$ cat src/rtl/lcgrd_pkg.sv
`default_nettype none

package lcgrd_pkg;

    // generator constants
    localparam int unsigned MultWidth  = 35;
    localparam int unsigned StateWidth = 48;
    localparam logic [MultWidth-1:0]  LCG_MULT = 35'h5_DEEC_E66D;
    localparam logic [StateWidth-1:0] LCG_ADD  = 48'hB;

    // opcodes
    localparam logic OP_RAW     = 1'b0;
    localparam logic OP_BOUNDED = 1'b1;

    // register index of the seed
    localparam logic REG_SEED = 1'b0;

    typedef enum logic [2:0] {
        S_IDLE,
        S_MUL,
        S_DIV,
        S_CHECK,
        S_OUT
    } t_fsm;

    typedef struct packed {
        logic load_item;
        logic mul_start;
        logic mul_step;
        logic div_start;
        logic div_step;
        logic out_load;
    } t_cmd;

    typedef struct packed {
        logic mul_last;
        logic div_last;
        logic retry;
        logic is_direct;   // raw draw or power-of-two bound: no division
    } t_status;

endpackage

`default_nettype wire

$ cat src/rtl/lcgrd_ctrl.sv
`default_nettype none

module lcgrd_ctrl (
    input  wire                     i_clk,
    input  wire                     i_rst_n,
    input  wire                     i_in_valid,
    output logic                    o_in_ready,
    input  wire                     i_out_ready,
    output logic                    o_out_valid,
    input  lcgrd_pkg::t_status      i_status,
    output lcgrd_pkg::t_cmd         o_cmd
);
    import lcgrd_pkg::*;

    t_fsm r_fsm, n_fsm;
    logic r_out_valid, n_out_valid;
    logic w_slot_free;

    assign w_slot_free = !r_out_valid || i_out_ready;

    always_ff @(posedge i_clk) begin
        if (!i_rst_n) begin
            r_fsm       <= S_IDLE;
            r_out_valid <= 1'b0;
        end else begin
            r_fsm       <= n_fsm;
            r_out_valid <= n_out_valid;
        end
    end

    // next state
    always_comb begin
        n_fsm = r_fsm;
        unique case (r_fsm)
            S_IDLE: begin
                if (i_in_valid) n_fsm = S_MUL;
            end
            S_MUL: begin
                if (i_status.mul_last) n_fsm = i_status.is_direct ? S_OUT : S_DIV;
            end
            S_DIV: begin
                if (i_status.div_last) n_fsm = S_CHECK;
            end
            S_CHECK: begin
                n_fsm = i_status.retry ? S_MUL : S_OUT;
            end
            S_OUT: begin
                if (w_slot_free) n_fsm = S_IDLE;
            end
            default: n_fsm = S_IDLE;
        endcase
    end

    // outputs
    always_comb begin
        o_cmd      = '0;
        o_in_ready = 1'b0;
        unique case (r_fsm)
            S_IDLE: begin
                o_in_ready      = 1'b1;
                o_cmd.load_item = i_in_valid;
                o_cmd.mul_start = i_in_valid;
            end
            S_MUL: begin
                o_cmd.mul_step  = 1'b1;
                o_cmd.div_start = i_status.mul_last && !i_status.is_direct;
            end
            S_DIV: begin
                o_cmd.div_step = 1'b1;
            end
            S_CHECK: begin
                o_cmd.mul_start = i_status.retry;
            end
            S_OUT: begin
                o_cmd.out_load = w_slot_free;
            end
            default: ;
        endcase
    end

    always_comb begin
        n_out_valid = r_out_valid;
        if (o_cmd.out_load) begin
            n_out_valid = 1'b1;
        end else if (i_out_ready) begin
            n_out_valid = 1'b0;
        end
    end

    assign o_out_valid = r_out_valid;

endmodule

`default_nettype wire

$ cat src/rtl/lcgrd_dpath.sv
`default_nettype none

module lcgrd_dpath (
    input  wire                     i_clk,
    input  wire                     i_rst_n,
    input  lcgrd_pkg::t_cmd         i_cmd,
    output lcgrd_pkg::t_status      o_status,
    input  wire                     i_opcode,
    input  wire  [5:0]              i_bit_count,
    input  wire  [30:0]             i_upper_bound,
    input  wire                     i_seed_we,
    input  wire  [47:0]             i_seed_wdata,
    output logic [47:0]             o_seed,
    output logic [31:0]             o_value
);
    import lcgrd_pkg::*;

    logic        r_op;
    logic [5:0]  r_nbits;
    logic [30:0] r_bound;
    logic [47:0] r_seed;
    logic [47:0] r_state;
    logic [47:0] r_acc;
    logic [1:0]  r_chunk;
    logic [30:0] r_rem;
    logic [4:0]  r_dcnt;
    logic [31:0] r_value;

    logic [15:0] w_chunk;
    logic [50:0] w_prod;
    logic [47:0] w_part;
    logic [47:0] n_acc;
    logic [30:0] w_draw;
    logic [31:0] w_trial;
    logic [31:0] w_diff;
    logic        w_ge;
    logic [30:0] n_rem;
    logic [32:0] w_span;
    logic        w_pow2;
    logic [61:0] w_pprod;
    logic [5:0]  w_nsat;
    logic [5:0]  w_shamt;
    logic [31:0] w_raw;
    logic [31:0] n_value;

    // 48x35 multiply mod 2^48, one 16-bit slice of the state per cycle
    always_comb begin
        case (r_chunk)
            2'd0:    w_chunk = r_state[15:0];
            2'd1:    w_chunk = r_state[31:16];
            default: w_chunk = r_state[47:32];
        endcase
    end

    assign w_prod = 51'(w_chunk) * 51'(LCG_MULT);
    assign w_part = w_prod[47:0] << {r_chunk, 4'b0000};
    assign n_acc  = r_acc + w_part;

    // draw31 is the top of the freshly advanced state
    assign w_draw = r_state[47:17];

    // restoring remainder, one dividend bit per cycle
    assign w_trial = {r_rem, w_draw[r_dcnt]};
    assign w_diff  = w_trial - {1'b0, r_bound};
    assign w_ge    = (w_trial >= {1'b0, r_bound});
    assign n_rem   = w_ge ? w_diff[30:0] : w_trial[30:0];

    // rejection test: draw - rem + bound - 1 must stay below 2^31
    assign w_span = {2'b00, w_draw} - {2'b00, r_rem} + {2'b00, r_bound} - 33'd1;

    assign w_pow2  = ((r_bound & (r_bound - 31'd1)) == 31'd0);
    assign w_pprod = 62'(r_bound) * 62'(w_draw);

    // raw draw: bit count saturates at 32, zero gives zero
    assign w_nsat  = (r_nbits > 6'd32) ? 6'd32 : r_nbits;
    assign w_shamt = 6'd32 - w_nsat;
    assign w_raw   = (w_nsat == 6'd0) ? 32'd0 : (r_state[47:16] >> w_shamt[4:0]);

    always_comb begin
        if (r_op == OP_RAW) begin
            n_value = w_raw;
        end else if (w_pow2) begin
            n_value = {1'b0, w_pprod[61:31]};
        end else begin
            n_value = {1'b0, r_rem};
        end
    end

    always_ff @(posedge i_clk) begin
        if (!i_rst_n) begin
            r_seed  <= '0;
            r_state <= 48'(LCG_MULT);
        end else if (i_seed_we) begin
            r_seed  <= i_seed_wdata;
            r_state <= i_seed_wdata ^ 48'(LCG_MULT);
        end else if (i_cmd.mul_step && r_chunk == 2'd2) begin
            r_state <= n_acc;
        end
    end

    always_ff @(posedge i_clk) begin
        if (i_cmd.load_item) begin
            r_op    <= i_opcode;
            r_nbits <= i_bit_count;
            r_bound <= i_upper_bound;
        end
        if (i_cmd.mul_start) begin
            r_acc <= LCG_ADD;
        end else if (i_cmd.mul_step) begin
            r_acc <= n_acc;
        end
        if (i_cmd.div_start) begin
            r_rem  <= '0;
            r_dcnt <= 5'd30;
        end else if (i_cmd.div_step) begin
            r_rem  <= n_rem;
            r_dcnt <= r_dcnt - 5'd1;
        end
        if (i_cmd.out_load) begin
            r_value <= n_value;
        end
    end

    // chunk counter is control state
    always_ff @(posedge i_clk) begin
        if (!i_rst_n) begin
            r_chunk <= '0;
        end else if (i_cmd.mul_start) begin
            r_chunk <= '0;
        end else if (i_cmd.mul_step) begin
            r_chunk <= r_chunk + 2'd1;
        end
    end

    assign o_status.mul_last  = (r_chunk == 2'd2);
    assign o_status.div_last  = (r_dcnt == 5'd0);
    assign o_status.retry     = |w_span[32:31];
    assign o_status.is_direct = (r_op == OP_RAW) || w_pow2;

    assign o_seed  = r_seed;
    assign o_value = r_value;

endmodule

`default_nettype wire

$ cat src/rtl/lcg48_random_draw_core.sv
// Channel  | Direction | Handshake                 | Payload
// ---------+-----------+---------------------------+------------------------------------
// request  | in        | i_in_valid / o_in_ready   | i_opcode, i_bit_count, i_upper_bound
// result   | out       | o_out_valid / i_out_ready | o_value
// config   | in        | psel/penable/pwrite/pready| paddr, pwdata -> prdata (seed, 0x0)
//
// Raw draws and power-of-two bounds pass from acceptance through the multiply step to the
// output step; the state update runs as three 16x35 partial products on one multiplier.
// Other bounds add a bit-serial remainder and a check step before output, and each
// rejected draw repeats the multiply, remainder and check steps.
// One transaction is in flight; a new one is accepted while the last result still waits.
// Reset is synchronous, active low; the state loads 0x5DEECE66D (seed zero).
`default_nettype none

module lcg48_random_draw_core (
    input  wire         i_clk,
    input  wire         i_rst_n,
    // request channel
    input  wire         i_in_valid,
    output logic        o_in_ready,
    input  wire         i_opcode,
    input  wire  [5:0]  i_bit_count,
    input  wire  [30:0] i_upper_bound,
    // result channel
    output logic        o_out_valid,
    input  wire         i_out_ready,
    output logic [31:0] o_value,
    // register port
    input  wire         psel,
    input  wire         penable,
    input  wire         pwrite,
    input  wire  [3:0]  paddr,
    input  wire  [63:0] pwdata,
    output logic [63:0] prdata,
    output logic        pready
);
    import lcgrd_pkg::*;

    t_cmd    w_cmd;
    t_status w_status;
    logic    w_seed_we;
    logic [47:0] w_seed;

    // registers sit at 8-byte spacing, paddr[3] is the register index
    assign pready    = 1'b1;
    assign w_seed_we = psel && penable && pwrite && (paddr[3] == REG_SEED);
    assign prdata    = (paddr[3] == REG_SEED) ? {16'h0000, w_seed} : 64'd0;

    // sequencer: walks multiply, divide, check and output steps
    lcgrd_ctrl u_ctrl (
        .i_clk       (i_clk),
        .i_rst_n     (i_rst_n),
        .i_in_valid  (i_in_valid),
        .o_in_ready  (o_in_ready),
        .i_out_ready (i_out_ready),
        .o_out_valid (o_out_valid),
        .i_status    (w_status),
        .o_cmd       (w_cmd)
    );

    // generator state, multiplier, remainder unit, result register
    lcgrd_dpath u_dpath (
        .i_clk         (i_clk),
        .i_rst_n       (i_rst_n),
        .i_cmd         (w_cmd),
        .o_status      (w_status),
        .i_opcode      (i_opcode),
        .i_bit_count   (i_bit_count),
        .i_upper_bound (i_upper_bound),
        .i_seed_we     (w_seed_we),
        .i_seed_wdata  (pwdata[47:0]),
        .o_seed        (w_seed),
        .o_value       (o_value)
    );

    // an accepted transaction blocks further requests in the cycle after it
    a_accept_blocks: assert property (@(posedge i_clk) disable iff (!i_rst_n)
        (i_in_valid && o_in_ready) |=> !o_in_ready)
        else $error("request accepted twice in a row");

    // a result load always raises the output valid
    a_load_shows: assert property (@(posedge i_clk) disable iff (!i_rst_n)
        w_cmd.out_load |=> o_out_valid)
        else $error("result loaded but not presented");

    // result never loaded while multiplier or divider is busy
    a_load_quiet: assert property (@(posedge i_clk) disable iff (!i_rst_n)
        w_cmd.out_load |-> !(w_cmd.mul_step || w_cmd.div_step || w_cmd.mul_start))
        else $error("result loaded during computation");

endmodule

`default_nettype wire
$ cat config.mk
export PLATFORM = sky130hd
export DESIGN_NAME = lcg48_random_draw_core
export DESIGN_NICKNAME = d
export VERILOG_FILES = /design/src/rtl/lcgrd_pkg.sv /design/src/rtl/lcgrd_ctrl.sv /design/src/rtl/lcgrd_dpath.sv /design/src/rtl/lcg48_random_draw_core.sv
export SDC_FILE = /design/constraint.sdc
export NUM_CORES = 2
export LEC_CHECK = 0
export BUFFER_PORTS_ARGS = -buffer_cell sky130_fd_sc_hd__buf_4
export CAP_MARGIN = 20
export CORE_ASPECT_RATIO = 1.25
export CORE_MARGIN = 2
export CORE_UTILIZATION = 28
export CTS_BUF_LIST = sky130_fd_sc_hd__clkbuf_8
export DETAILED_ROUTE_END_ITERATION = 10
export PLACE_DENSITY = 0.41
export SLEW_MARGIN = 30
export SYNTH_ARGS = -nofsm -noshare
export SYNTH_HDL_FRONTEND = slang
export SYNTH_SLANG_ARGS = --single-unit
$ cat constraint.sdc
create_clock -name i_clk -period 15.65 [get_ports i_clk]
set_input_delay 2.3475 -clock i_clk [delete_from_list [all_inputs] [get_ports i_clk]]
set_output_delay 2.3475 -clock i_clk [all_outputs]
set_load 0.005 [all_outputs]
==> results.py <==
metrics = {
    "sta": {
        "setup-violations-final": 0,
        "finalClockSkew_ps": 75.3,
        "finalMaxSlewViolations": 0,
        "max_freq_ghz": 0.0787,
        "period_share_pct": 81.2,
        "hold_viol": 0,
        "fin_tns_setup_ps": 0,
        "period_needed_ps": 12710,
        "worst_pin_slew_ps": 1040,
        "relSlewSlack_pct": 30.0,
        "rsz0062_at_grt": "no",
    },
    "cts": {
        "cts.path.max_buffers": 3,
        "insertion_delay_ps": 810,
        "post_cts_buffers": 0,
        "cts.sinks": 256,
        "cts-root-buf": "clkbuf_8",
        "cts_tree": "done",
        "cts_buffers": 56,
        "htreeDepth": 2,
        "clk_pin_slew_worst_paths_ps": 70,
        "cts_resized": 0,
        "cts.hold.buffers_added": 0,
    },
    "floorplan": {
        "die_w_um": 416,
        "rows": 188,
        "initial_core_util_pct": 28.2,
        "core-area_um2": 210000,
        "ios": 212,
        "die_area_um2": 216000,
        "die_h_um": 519,
    },
    "synthesis": {
        "synth-main-ff-cell": "dfxtp_1",
        "synth_cell_type_count": 85,
        "synthCells": 6999,
        "synth_edf_count": 70,
        "ys.warnings.count": 0,
        "synth-seq-cells": 256,
        "async_flop_share_pct": 0,
        "synth.top_cell.area_share_pct": 36.1,
        "synth_largest_area_cell": "fa_1",
        "syn-cell-area_um2": 59400,
        "syn_area_per_cell_um2": 8.48,
        "ys_seq_area_share_pct": 9.81,
        "synth.area.top_cells": "fa_1 36%, ha_1 12%, inv_1 8.8%",
    },
    "detailed_routing": {
        "first_iter_violations": 2627,
        "wl_met3_um": 9870,
        "drt-met1-wl_um": 92600,
        "routed_via_density": 4.84,
        "routedWlPerCell_um": 22.5,
        "wl_met2_um": 109000,
        "drc": 0,
        "drtAntennaViolNets": 0,
        "dr.max_layer_used": "met4",
        "totalWireLength_um": 219000,
        "num_vias": 47100,
        "drt_first_pass_iters": 7,
    },
    "outcome": {
        "outcome": "complete, no violations",
    },
    "cells_and_area": {
        "fin_nets": 8698,
        "drive_above_1_share_pct": 6.61,
        "postLayoutCoreUtil_pct": 30.8,
        "area_growth_pct": 9.03,
    },
    "worst_setup_path": {
        "arrival_ps": 13400,
        "cp_max_fo": 30,
        "r2r-end": "u_dpath.r_state[45]$_SDFFE_PN0P_",
        "critPathLaunchType": "flop",
        "r2r_cells": 40,
        "path_class": "flop to flop",
        "r2r-start": "u_dpath.r_chunk[0]$_SDFFE_PP0P_",
        "worstSetupEndpointType": "flop",
        "cp_slowest_cell": "dfxtp_2",
        "r2r_slack_ps": 2940,
        "max_stage_delay_ps": 690,
        "cp.required_ps": 16340,
    },
    "global_route": {
        "grt_max_degree": 70,
        "grt_pass1_vias": 50900,
        "grt_pass1_wl_um": 329000,
        "overflow": 0,
        "grt_util_all_layers_pct": 20.3,
        "antenna_found_initial": 16,
    },
    "worst_hold_path": {
        "min_path_type": "flop to flop",
        "hold_depth": 2,
        "min_to": "u_dpath.o_seed[32]$_SDFFE_PN0P_",
        "min_from": "u_dpath.o_seed[32]$_SDFFE_PN0P_",
    },
    "flow_run": {
        "maxCapViolations": 0,
    },
    "placement": {
        "place_hpwl_um": 171000,
        "place_congestion": 0.897,
        "io_buffers": 175,
    },
}
==> stage by stage <==
stage	hold slack [ps]	std cells	setup slack (ps)	instance area, µm²
after floorplan	432	7014	5660	59400
after global placement	438	9628	2090	63400
after detailed placement	445	9629	2190	63400
after CTS	454	9732	2130	64700
after global routing	464	9733	2010	64700
final	450	9736	2940	64700
==> state kept, by name, summed over array words and instances, names as in the netlist <==
register	flops
u_ctrl.o_out_valid	1
u_dpath.r_acc	48
u_dpath.o_value	32
u_dpath.r_dcnt	5
u_dpath.r_state	48
u_dpath.r_chunk	2
u_dpath.r_op	1
u_ctrl.r_fsm	3
u_dpath.r_nbits	6
u_dpath.r_bound	31
u_dpath.o_seed	48
u_dpath.r_rem	31
==> cell type report <==
class,instances,area (µm²)
Fill cell,22700,146000
Multi-Input combinational cell,4950,46800
Sequential cell,256,5870
Inverter,1396,5240
Tap cell,2755,3450
Timing Repair Buffer,272,2060
Clock buffer,68,936
Clock inverter,35,363
Antenna cell,4,10.0
==> cell families after synthesis <==
logic type | count (synthesis) | share of synthesized area (%)
other cells | 2 | 0.0127
mux | 114 | 2.16
flops | 256 | 9.81
compound gates | 1031 | 10.9
simple gates | 1948 | 14.5
buf+inv | 1808 | 11.6
xor+xnor | 183 | 2.70
fa+ha+maj | 1657 | 48.4
==> worst max-delay path, delay by kind of cell, from the launching register on <==
family | cells | cell delay, ps
AOI/OAI and AO/OA | 19 | 4990
xor gates and xnor gates | 1 | 210
adders and majority gates | 9 | 4330
buffers and inverters | 6 | 1010
DFF | 1 | 690
muxes | 1 | 100
and+or+nand+nor | 4 | 1220
==> layer usage <==
metal / global-route usage [%] / vias up
met1: 25.7 / 24100
met3: 2.14 / 272
met4: 6.50 / 0
li1: - / 21600
met2: 36.1 / 1110
met5: 0 / -
==> cells in the final DEF, fill, tap and decap left out, types with 35 or more instances in the layout <==
master / count
a211oi_1: 62
a21o_1: 129
a21oi_1: 385
and2_1: 185
buf_4: 271
clkbuf_8: 68
dfxtp_1: 155
edfxtp_1: 70
fa_1: 1070
ha_1: 582
inv_1: 1406
mux2i_1: 92
nand2_1: 1181
nand3_1: 52
nand4_1: 35
nor2_1: 243
nor2b_1: 91
nor3_1: 44
o21ai_0: 190
xnor2_1: 103
xor2_1: 79
==> cells in the mapped netlist, drive strengths merged (12+ instances only) <==
library cell and n:
ha 583, o22ai 20, nor2b 93, a21o 129, buf 39, a21oi 386, xor2 79, xnor2 104
a22oi 13, or2 13, and2 187, a31oi 25, nand4 35, o21a 20, o21ai 192, edfxtp 70
nand2b 31, nand2 1182, mux2i 93, o31ai 12, clkbuf 373, and3 21, nand3 52, a211oi 62
inv 1395, nor3 44, o211ai 22, fa 1070, o21bai 23, nor2 245, a22o 15, dfxtp 186
==> worst max path at each step <==
stage / depth (start not counted) / end / slack (ps) / from
floorplan: 45 / u_dpath.r_state[45]$_SDFFE_PN0P_ / 5660 / u_dpath.r_chunk[0]$_SDFFE_PP0P_
CTS: 40 / u_dpath.r_state[45]$_SDFFE_PN0P_ / 2130 / u_dpath.r_chunk[0]$_SDFFE_PP0P_
global placement: 40 / u_dpath.r_state[45]$_SDFFE_PN0P_ / 2090 / u_dpath.r_chunk[0]$_SDFFE_PP0P_
global route: 40 / u_dpath.r_state[45]$_SDFFE_PN0P_ / 2010 / u_dpath.r_chunk[0]$_SDFFE_PP0P_
finish: 40 / u_dpath.r_state[45]$_SDFFE_PN0P_ / 2940 / u_dpath.r_chunk[0]$_SDFFE_PP0P_
detailed placement: 40 / u_dpath.r_state[45]$_SDFFE_PN0P_ / 2190 / u_dpath.r_chunk[0]$_SDFFE_PP0P_
Power is not shown: default switching activity piles up to over one toggle a cycle in this logic, so the estimate is an artifact.
